==> src/rtl/thw_pkg.sv <==
// ----------------------------------------------------------------------------
// thw_pkg
// Shared types and constants of the tar header walker: block geometry,
// header field offsets, walk phase codes, the result record and the magic characters.
// ----------------------------------------------------------------------------
`timescale 1ns / 1ps

package thw_pkg;

    localparam int BLOCK_BYTES  = 512;
    localparam int POS_W        = $clog2(BLOCK_BYTES);
    localparam int SIZE_DIGITS  = 12;
    localparam int SIZE_START   = 124;
    localparam int MAGIC_START  = 257;
    localparam int MAGIC_LEN    = 5;

    localparam int BYTE_W       = 8;
    localparam int BLOCK_W      = 24;
    localparam int FSIZE_W      = 36;
    localparam int NBLK_W       = 28;

    localparam logic [BLOCK_W-1:0] LIMIT_RESET = {BLOCK_W{1'b1}};
    localparam logic [BYTE_W-1:0]  CHAR_ZERO   = 8'h30;
    localparam logic [BYTE_W-1:0]  CHAR_SEVEN  = 8'h37;

    typedef enum logic [2:0] {
        PH_HEADER = 3'b001,
        PH_SKIP   = 3'b010,
        PH_STOP   = 3'b100
    } t_phase;

    typedef struct packed {
        logic [BLOCK_W-1:0] header_block;
        logic [FSIZE_W-1:0] file_size;
        logic [NBLK_W-1:0]  data_blocks;
        logic               end_of_archive;
    } t_result;

    // Expected magic character at a given offset within the magic field.
    function automatic logic [BYTE_W-1:0] magic_char(input logic [2:0] k);
        logic [BYTE_W-1:0] c;
        case (k)
            3'd0:    c = 8'h75;  // u
            3'd1:    c = 8'h73;  // s
            3'd2:    c = 8'h74;  // t
            3'd3:    c = 8'h61;  // a
            3'd4:    c = 8'h72;  // r
            default: c = 8'h00;
        endcase
        return c;
    endfunction

endpackage

==> src/rtl/tar_header_walker.sv <==
// ----------------------------------------------------------------------------
// tar_header_walker
// Walks a USTAR archive one byte per request, checks header magic, parses the
// octal size field and reports each header with its data block count, or an
// end-of-archive result on bad magic. An accepted byte waits in the input
// register; its result enters the output slot, or the skid slot while the
// output slot is held. Throughput: one byte per cycle unless the skid is full.
// Reset (synchronous, active low) clears the walk state, empties both output
// slots and sets block_limit to 16777215.
// ----------------------------------------------------------------------------
`timescale 1ns / 1ps

module tar_header_walker (
    input  logic                          i_clk,
    input  logic                          i_rst_n,
    // byte request channel
    input  logic                          i_valid,
    output logic                          o_stall,
    input  logic [thw_pkg::BYTE_W-1:0]    i_data_byte,
    input  logic                          i_restart,
    // result channel
    output logic                          o_valid,
    input  logic                          i_stall,
    output logic [thw_pkg::BLOCK_W-1:0]   o_header_block,
    output logic [thw_pkg::FSIZE_W-1:0]   o_file_size,
    output logic [thw_pkg::NBLK_W-1:0]    o_data_blocks,
    output logic                          o_end_of_archive,
    // configuration channel
    input  logic                          i_cfg_valid,
    output logic                          o_cfg_ready,
    input  logic [thw_pkg::BLOCK_W-1:0]   i_cfg_data
);

    import thw_pkg::*;

    // input register
    logic                 r_in_valid;
    logic [BYTE_W-1:0]    r_in_byte;
    logic                 r_in_restart;

    // walk state
    logic [BLOCK_W-1:0]   r_block_limit;
    logic [POS_W-1:0]     r_byte_in_block, n_byte_in_block;
    logic [BLOCK_W-1:0]   r_block_index,   n_block_index;
    logic [NBLK_W-1:0]    r_blocks_to_skip, n_blocks_to_skip;
    logic [FSIZE_W-1:0]   r_size_accum,    n_size_accum;
    logic                 r_magic_ok,      n_magic_ok;
    t_phase               r_phase,         n_phase;

    // result slots
    logic                 r_out_valid;
    t_result              r_out;
    logic                 r_skid_valid;
    t_result              r_skid;

    logic                 in_accept;
    logic                 proc;
    logic                 take;
    logic                 res_valid;
    t_result              res;

    // effective state after an optional restart
    logic [POS_W-1:0]     e_pos;
    logic [BLOCK_W-1:0]   e_index;
    logic [NBLK_W-1:0]    e_skip;
    logic [FSIZE_W-1:0]   e_accum;
    logic                 e_magic_ok;
    t_phase               e_phase;

    logic                 active;
    logic                 last;
    logic [POS_W-1:0]     magic_off;
    logic [FSIZE_W:0]     round_sum;
    logic [NBLK_W-1:0]    nblk;

    assign o_cfg_ready = 1'b1;
    assign o_stall     = r_in_valid & r_skid_valid;
    assign in_accept   = i_valid & ~o_stall;
    assign proc        = r_in_valid & ~r_skid_valid;
    assign take        = r_out_valid & ~i_stall;

    assign o_valid          = r_out_valid;
    assign o_header_block   = r_out.header_block;
    assign o_file_size      = r_out.file_size;
    assign o_data_blocks    = r_out.data_blocks;
    assign o_end_of_archive = r_out.end_of_archive;

    always_comb begin
        e_pos      = r_in_restart ? '0 : r_byte_in_block;
        e_index    = r_in_restart ? '0 : r_block_index;
        e_skip     = r_in_restart ? '0 : r_blocks_to_skip;
        e_accum    = r_in_restart ? '0 : r_size_accum;
        e_magic_ok = r_in_restart ? 1'b1 : r_magic_ok;
        e_phase    = r_in_restart ? PH_HEADER : r_phase;

        active    = ((e_phase == PH_HEADER) || (e_phase == PH_SKIP)) &&
                    (e_index < r_block_limit);
        last      = (e_pos == POS_W'(BLOCK_BYTES - 1));
        magic_off = e_pos - POS_W'(MAGIC_START);

        n_byte_in_block  = r_byte_in_block;
        n_block_index    = r_block_index;
        n_blocks_to_skip = r_blocks_to_skip;
        n_size_accum     = r_size_accum;
        n_magic_ok       = r_magic_ok;
        n_phase          = r_phase;
        res_valid        = 1'b0;
        res              = '0;

        // round the size up to whole blocks
        round_sum = {1'b0, e_accum} + (FSIZE_W+1)'(BLOCK_BYTES - 1);
        nblk      = round_sum[POS_W +: NBLK_W];

        if (proc) begin
            n_byte_in_block  = e_pos;
            n_block_index    = e_index;
            n_blocks_to_skip = e_skip;
            n_size_accum     = e_accum;
            n_magic_ok       = e_magic_ok;
            n_phase          = e_phase;

            if (active) begin
                if (e_phase == PH_HEADER) begin
                    if ((e_pos >= POS_W'(MAGIC_START)) &&
                        (e_pos < POS_W'(MAGIC_START + MAGIC_LEN)) &&
                        (r_in_byte != magic_char(magic_off[2:0]))) begin
                        n_magic_ok = 1'b0;
                    end
                    if ((e_pos >= POS_W'(SIZE_START)) &&
                        (e_pos < POS_W'(SIZE_START + SIZE_DIGITS)) &&
                        (r_in_byte >= CHAR_ZERO) && (r_in_byte <= CHAR_SEVEN)) begin
                        n_size_accum = {e_accum[FSIZE_W-4:0], r_in_byte[2:0]};
                    end
                    if (last) begin
                        res_valid = 1'b1;
                        if (e_magic_ok) begin
                            res.header_block   = e_index;
                            res.file_size      = e_accum;
                            res.data_blocks    = nblk;
                            res.end_of_archive = 1'b0;
                            n_blocks_to_skip   = nblk;
                            n_phase            = (nblk != '0) ? PH_SKIP : PH_HEADER;
                        end else begin
                            res.end_of_archive = 1'b1;
                            n_phase            = PH_STOP;
                        end
                        n_size_accum = '0;
                        n_magic_ok   = 1'b1;
                    end
                end else if (last) begin
                    if (e_skip != '0) begin
                        n_blocks_to_skip = e_skip - NBLK_W'(1);
                    end
                    if (n_blocks_to_skip == '0) begin
                        n_phase = PH_HEADER;
                    end
                end

                if (last) begin
                    n_byte_in_block = '0;
                    n_block_index   = e_index + BLOCK_W'(1);
                end else begin
                    n_byte_in_block = e_pos + POS_W'(1);
                end
            end
        end
    end

    // control state
    always_ff @(posedge i_clk) begin
        if (!i_rst_n) begin
            r_in_valid       <= 1'b0;
            r_block_limit    <= LIMIT_RESET;
            r_byte_in_block  <= '0;
            r_block_index    <= '0;
            r_blocks_to_skip <= '0;
            r_size_accum     <= '0;
            r_magic_ok       <= 1'b1;
            r_phase          <= PH_HEADER;
            r_out_valid      <= 1'b0;
            r_skid_valid     <= 1'b0;
        end else begin
            if (in_accept) begin
                r_in_valid <= 1'b1;
            end else if (proc) begin
                r_in_valid <= 1'b0;
            end
            if (i_cfg_valid && o_cfg_ready) begin
                r_block_limit <= i_cfg_data;
            end
            r_byte_in_block  <= n_byte_in_block;
            r_block_index    <= n_block_index;
            r_blocks_to_skip <= n_blocks_to_skip;
            r_size_accum     <= n_size_accum;
            r_magic_ok       <= n_magic_ok;
            r_phase          <= n_phase;

            // the skid slot only fills while the output slot is held
            if (take) begin
                r_out_valid  <= r_skid_valid | res_valid;
                r_skid_valid <= 1'b0;
            end else if (!r_out_valid) begin
                r_out_valid <= res_valid;
            end else if (res_valid) begin
                r_skid_valid <= 1'b1;
            end
        end
    end

    // payload
    always_ff @(posedge i_clk) begin
        if (in_accept) begin
            r_in_byte    <= i_data_byte;
            r_in_restart <= i_restart;
        end
        if (take) begin
            r_out <= r_skid_valid ? r_skid : res;
        end else if (!r_out_valid) begin
            r_out <= res;
        end else if (res_valid) begin
            r_skid <= res;
        end
    end

    a_skid_needs_out: assert property (@(posedge i_clk) disable iff (!i_rst_n)
        r_skid_valid |-> r_out_valid)
        else $error("skid slot holds a result while output slot is empty");

    a_skip_count: assert property (@(posedge i_clk) disable iff (!i_rst_n)
        (r_phase == PH_SKIP) |-> (r_blocks_to_skip != '0))
        else $error("skipping data with no blocks left to skip");

    a_eoa_zero: assert property (@(posedge i_clk) disable iff (!i_rst_n)
        (r_out_valid && r_out.end_of_archive) |->
            (r_out.header_block == '0 && r_out.file_size == '0 &&
             r_out.data_blocks == '0))
        else $error("end of archive result carries nonzero fields");

    a_stop_after_eoa: assert property (@(posedge i_clk) disable iff (!i_rst_n)
        (res_valid && res.end_of_archive) |=> (r_phase == PH_STOP))
        else $error("walk did not stop after end of archive");

endmodule
==> config.mk <==
export PLATFORM = sky130hd
export DESIGN_NAME = tar_header_walker
export DESIGN_NICKNAME = d
export VERILOG_FILES = /design/src/rtl/thw_pkg.sv /design/src/rtl/tar_header_walker.sv
export SDC_FILE = /design/constraint.sdc
export NUM_CORES = 1
export LEC_CHECK = 0
export BUFFER_PORTS_ARGS = -buffer_cell sky130_fd_sc_hd__buf_2
export CAP_MARGIN = 30
export CORE_UTILIZATION = 55
export CTS_BUF_LIST = sky130_fd_sc_hd__clkbuf_4
export CTS_CLUSTER_DIAMETER = 50
export DETAILED_ROUTE_END_ITERATION = 8
export PLACE_DENSITY_LB_ADDON = 0.05
export SLEW_MARGIN = 20
export SYNTH_ARGS = -nofsm -noshare
export SYNTH_HDL_FRONTEND = slang
export SYNTH_SLANG_ARGS = --single-unit
==> constraint.sdc <==
create_clock -name i_clk -period 9.47 [get_ports i_clk]
set_input_delay 1.894 -clock i_clk [delete_from_list [all_inputs] [get_ports i_clk]]
set_output_delay 1.894 -clock i_clk [all_outputs]
set_load 0.005 [all_outputs]
# Word level (Yosys, flattened, before mapping)
# Index checks and enable logic that the tools add are counted.
# op_classes
n_reduce_logical,15
n_addsub,5
eq_ne,9
bitwise,10
mux,56
order_cmp,7
# ops
cell,count
2-to-1 mux 89 bit,7
2-to-1 mux 28 bit,11
2-to-1 mux 36 bit,5
2-to-1 mux 88 bit,1
2-to-1 mux 24 bit,3
nonzero test 28 bit,2
"adder 36 x 9 -> 37 bit, second input constant",1
one-hot mux 7 bit (5 select lines),1
zero test 28 bit,1
"subtractor 28 x 1 -> 28 bit, second input constant",1
2-to-1 mux 9 bit,3
"adder 24 x 1 -> 24 bit, second input constant",1
< comparator 24 bit,1
2-to-1 mux 8 bit,3
2-to-1 mux 3 bit,7
2-to-1 mux 1 bit,14
"adder 9 x 1 -> 9 bit, second input constant",1
"== test 3 x 2 -> 1 bit, second input constant",3
"== test 9 bit, second input constant",1
">= comparator 9 x 7 -> 1 bit, second input constant",1
">= comparator 9 bit, second input constant",1
"< comparator 9 x 8 -> 1 bit, second input constant",1
"< comparator 9 bit, second input constant",1
">= comparator 8 x 6 -> 1 bit, second input constant",1
other kinds (17),30
# word_totals
elab_cells,122
out_inout_bits,92
reg_bits,315
input_bits,38

# Depth between registers and ports, before layout
# depth
depth_word,13
ltp_mapped,21
depth_no_buf,15

# Worst setup path after synthesis
# No wires, ideal clock.
# synth_timing
path_type,register to register
start,reg r_in_restart
end,reg r_skid[0] in the netlist's numbering (enable)
arrival_ns,8.241
t_required_ns,8.934
period_less_slack_ns,8.777
setup_time_ns,0.536
path_buffers,9
path_stages_with_launch,19
path_slack_ns,0.693
path_cell_list,edfxtp_1 -> clkbuf_1 -> clkbuf_1 -> clkbuf_1 -> clkbuf_1 -> buf_1 -> clkbuf_1 -> clkbuf_1 -> nor2b_1 -> ha_1 -> o21ai_0 -> a31oi_1 -> o31ai_1 -> a41oi_1 -> nor4_1 -> clkbuf_1 -> clkbuf_1 -> nand3_1 -> nor2_1
# synth_between
elab_chain_len,7
word_cells_on_any_way,14
cone_classes,order compare: 1; eq/ne: 3; mux: 7; reduce/logical: 3
# synth_rtl
element,line,source
"start, declared",tar_header_walker.sv:39,logic r_in_restart;
"start signal, assigned",tar_header_walker.sv:214,r_in_restart <= i_restart;
branches (longest 4 deep; another with < comparator 24 bit),--,
2-to-1 mux 1 bit (*),tar_header_walker.sv:122,if (active) begin
2-to-1 mux 1 bit (*),tar_header_walker.sv:114,if (proc) begin
AND reduction 3 bit (no line) (*),--,
"end signal, assigned",tar_header_walker.sv:221,r_skid <= res;
"end, declared",tar_header_walker.sv:54,t_result r_skid;
# Mark *: on every way between the ends.
# A chain may end at the register's enable or synchronous reset.

# Worst setup path after layout
# layout_timing
start,reg r_in_restart
end,"reg r_out (netlist bit o_file_size[25]), data pin"
# layout_between
elab_chain_len,8
word_cells_on_any_way,19
cone_classes,order compare: 1; eq/ne: 3; mux: 13; reduce/logical: 2
# layout_rtl
element,line,source
branches (longest 4 deep; another with < comparator 24 bit),--,
2-to-1 mux 89 bit (*),tar_header_walker.sv:122,
2-to-1 mux 89 bit (*),tar_header_walker.sv:114,
"2-to-1 mux 89 bit, on equally long branches","tar_header_walker.sv:218, tar_header_walker.sv:217",
2-to-1 mux 89 bit (*),tar_header_walker.sv:216,if (take) begin
"end signal, assigned",tar_header_walker.sv:217,r_out <= r_skid_valid ? r_skid : res;
"end signal, assigned",tar_header_walker.sv:219,r_out <= res;
"end, declared",tar_header_walker.sv:52,t_result r_out;
# Mark *: on every way between the ends. The select of a mux whose other input is x is not followed.

==> out/qor.csv <==
stage,metric,value,unit
status,status,completed,
floorplanning,num rows,62,
synthesis,"Net Count, Synth",1724,
power_and_ir_drop,Switching Share,23.0,%
hold_path,Hold Path Class,reg2reg,
power_and_ir_drop,worst vdd ir,0.0887,mV
power_and_ir_drop,power per cell area,151,mW/mm2
worst_setup_path,crit end category,register,
timing,unrepaired setup endpoints after global routing,false,
clocking,cts hold-fix bufs,0,
timing,Fin. Hold Viols,0,
routing,vias post-DR,13400,
clocking,Skew-Pair Late Insertion Delay,0.73,ns
clocking,CTS tree,done,
power_and_ir_drop,Seq pwr share,52.8,%
routing,DRT Pass-1 Iters,7,
synthesis,"Cell Area, Synth",0.0162,mm2
timing,f_max,187,MHz
routing,routed vias/inst,6.06,
finish,"commonest non-fill, non-tap cell in the layout",edfxtp_1,
clocking,Max Root-Sink Buffers,3,
hold_path,hold_sp,r_block_limit[8],
routing,met2 WL,18.8,mm
power_and_ir_drop,Int Pwr,0.00212,W
grt,global route total overflow,0,
timing,Tmin final,5.35,ns
place,post-detail-place hpwl,29.4,mm
worst_setup_path,"slowest stage delay, CP",0.71,ns
routing,DR iter-0 viols,1194,
synthesis,Post-synth EDFFs,187,
timing,final setup fails,0,
routing,routed metal-1 wirelength,20.1,mm
worst_setup_path,Worst path slowest cell,buf_4,
routing,Max Used Layer,met5,
place,GP Congestion,0.943,
worst_setup_path,CP Max Fanout,86,
finish,most frequent cells in the layout,"187 x edfxtp_1, 163 x nand2_1, 128 x dfxtp_1",
floorplanning,core outline area,0.0289,mm2
worst_setup_path,crit-path most repeated cell,buf_4,
worst_setup_path,Critical Path Start,r_in_restart,
worst_setup_path,Critical R2R Capture,o_file_size[25],
timing,Slew headroom,33.4,%
power_and_ir_drop,combinational power share,3.2,%
worst_setup_path,top cell family by delay on the critical path,buffers and inverters,
grt,initial antenna violation count,2,
worst_setup_path,"Data arrival, critical path",5.89,ns
routing,Total Wirelength,43.1,mm
clocking,clk slew on worst S/H paths,0.06,ns
grt,global-route usage over all layers,28.5,%
floorplanning,die footprint,0.0302,mm2
timing,TNS Setup,0,ns
clocking,CTS Sinks,315,
finish,fill cell count,2515,
synthesis,ranking of synthesized cells by area,"edfxtp_1 35%, dfxtp_1 16%, nand2_1 3.8%",
grt,first-pass GRT wire length,68.2,mm
grt,maximum number of pins on one net before global-route repair,103,
power_and_ir_drop,leak pwr,7.82,nW
synthesis,"area leader, netlist",edfxtp_1,
hold_path,worst hold path cell count,2,
power_and_ir_drop,clock network power share,44.0,%
synthesis,Cells after Synth,1652,
worst_setup_path,WP buf/inv,5,
clocking,CTS buffer count,82,
synthesis,top cell type's share of synthesized area,34.6,%
grt,vias in the first global route,12300,
floorplanning,Initial Utilization,56.2,%
worst_setup_path,crit path kind,reg2reg,
synthesis,Main synth FF type,edfxtp_1,
finish,share of layout cells above drive strength 1,17.1,%
run,Max Cap Viol,0,
clocking,H-tree Lvls,3,
routing,wire length per cell,19.5,um
power_and_ir_drop,Psw,0.000631,W
synthesis,yosys warns,0,
place,I/O Buffers,128,
worst_setup_path,worst-path cell chain,buf_4 -> buf_4 -> nand2b_1 -> inv_1 -> ha_1 -> o21ai_0 -> a31oi_1 -> o31ai_1 -> a41oi_1 -> nor4_2 -> buf_4 -> nand4_1 -> nor2_4 -> buf_4 -> a22o_1,
synthesis,Yosys reg bits,315,
clocking,# resized after CTS,0,
hold_path,Worst Hold Endpoint,r_block_limit[8],
floorplanning,I/O pins,130,
clocking,Clock Root Buffer,clkbuf_4,
worst_setup_path,worst reg2reg path depth,15,
floorplanning,die height,174,um
worst_setup_path,WP data required,10.01,ns
timing,clock skew,0.0666,ns
routing,DR WL met3,3.42,mm
worst_setup_path,RR Startpoint,r_in_restart,
timing,final max-slew violation count,0,
synthesis,sequential-to-total area share from yosys stat,50.4,%
worst_setup_path,Reg2Reg Setup Slack,4.12,ns
timing,Tcrit/Tclk final,56.5,%
finish,"Net count, final",1828,
synthesis,Post-synth ARST share,0,%
clocking,postcts setup bufs,0,
timing,worst slew pin tran,0.990,ns
finish,P&R area growth vs syn,12.1,%
routing,Remaining DRCs,0,
synthesis,Cell variety after synth,78,
worst_setup_path,startpoint types,register,
routing,Final ANT Viol Nets,0,
floorplanning,Die X,174,um
synthesis,Mean Syn Cell Area,9.83,um2
finish,Final Util,63.1,%
cells by family (layout without fill, tap and decap cells):
| group | count (synthesis) | after routing | share of synthesized area [%] |
|---|---|---|---|
| AOI/OAI and AO/OA | 422 | 422 | 19.2 |
| xor gates and xnor gates | 45 | 45 | 2.43 |
| adders and majority gates | 34 | 34 | 2.62 |
| buffers and inverters | 174 | 346 | 4.09 |
| DFF | 315 | 315 | 50.4 |
| muxes | 12 | 12 | 0.763 |
| other | 1 | 3 | 0.0231 |
| and+or+nand+nor | 649 | 649 | 20.5 |
cell usage after synthesis, types with 22 or more instances:
cell type	number
edfxtp_1	187
nand2_1	164
dfxtp_1	128
nor2_1	111
clkbuf_1	109
nor2b_1	80
and2_1	68
a21o_1	53
o21ai_0	51
inv_1	47
a22oi_1	46
nor3_1	46
a22o_1	43
nand3_1	43
a21oi_1	39
ha_1	34
nand4_1	33
o211ai_1	33
nor4_1	25
and3_1	24
a21boi_0	23
xnor2_1	23
xor2_1	22
state kept, by name, indices dropped and copies added, names as in the netlist:
register	flops
o_file_size	36
r_skid_valid	1
r_block_index	24
r_blocks_to_skip	28
r_magic_ok	1
r_block_limit	24
r_phase	3
o_end_of_archive	1
r_in_byte	8
o_data_blocks	28
r_in_restart	1
o_header_block	24
o_valid	1
r_size_accum	36
r_skid	89
r_byte_in_block	9
r_in_valid	1
tightest hold or removal path, stage by stage (launching register included):
cell	delay, ns
dfxtp_1	0.29
inv_1	0.06
o211ai_1	0.08
metrics by stage:
stage                     instances  hold WS [ns]  setup WS (ns)  power (W)  instance area, um2
after global routing           2209         0.508           3.70    0.00287               18200
after floorplan                1652         0.441          0.693    0.00154               16200
after CTS                      2207         0.490           4.21    0.00278               18200
after detailed placement       2055         0.478           4.25    0.00157               17100
after global placement         2054         0.473           4.30    0.00157               17000
final                          2210         0.486           4.12    0.00275               18200
power by group through the flow:
stage / combinational, W / sequential, W / clock (W)
2_1_floorplan: 0.0000605 / 0.00148 / 0
3_3_place_gp: 0.0000857 / 0.00148 / 0
3_5_place_dp: 0.0000869 / 0.00148 / 0
4_1_cts: 0.0000874 / 0.00145 / 0.00124
5_1_grt: 0.0000971 / 0.00145 / 0.00132
6_report: 0.0000881 / 0.00145 / 0.00121
layout make-up:
type	count	area, um2	share of cell area [%]
Sequential cell	315	8180	44.9
Timing Repair Buffer	147	818	4.50
Tap cell	384	480	2.64
Clock inverter	26	156	0.859
Antenna cell	2	5.00	0.0275
Inverter	47	176	0.969
Multi-Input combinational cell	1163	7440	40.9
Clock buffer	126	946	5.20
per-layer routing:
metal,GRT usage (%),vias to the layer above
met5,0,-
met2,41.7,580
li1,-,6372
met3,5.75,74
met1,42.4,6354
met4,8.77,2
worst max path at each step:
stage                      endpoint  slack [ns]  depth (start not counted)
floorplan                 r_skid[0]        0.69                         18
global placement         r_skid[62]        4.30                         14
detailed placement  o_file_size[35]        4.25                         15
CTS                 o_file_size[25]        4.21                         15
global route        o_file_size[25]        3.70                         15
finish              o_file_size[25]        4.12                         15
Power figures use the tool's default switching activity.
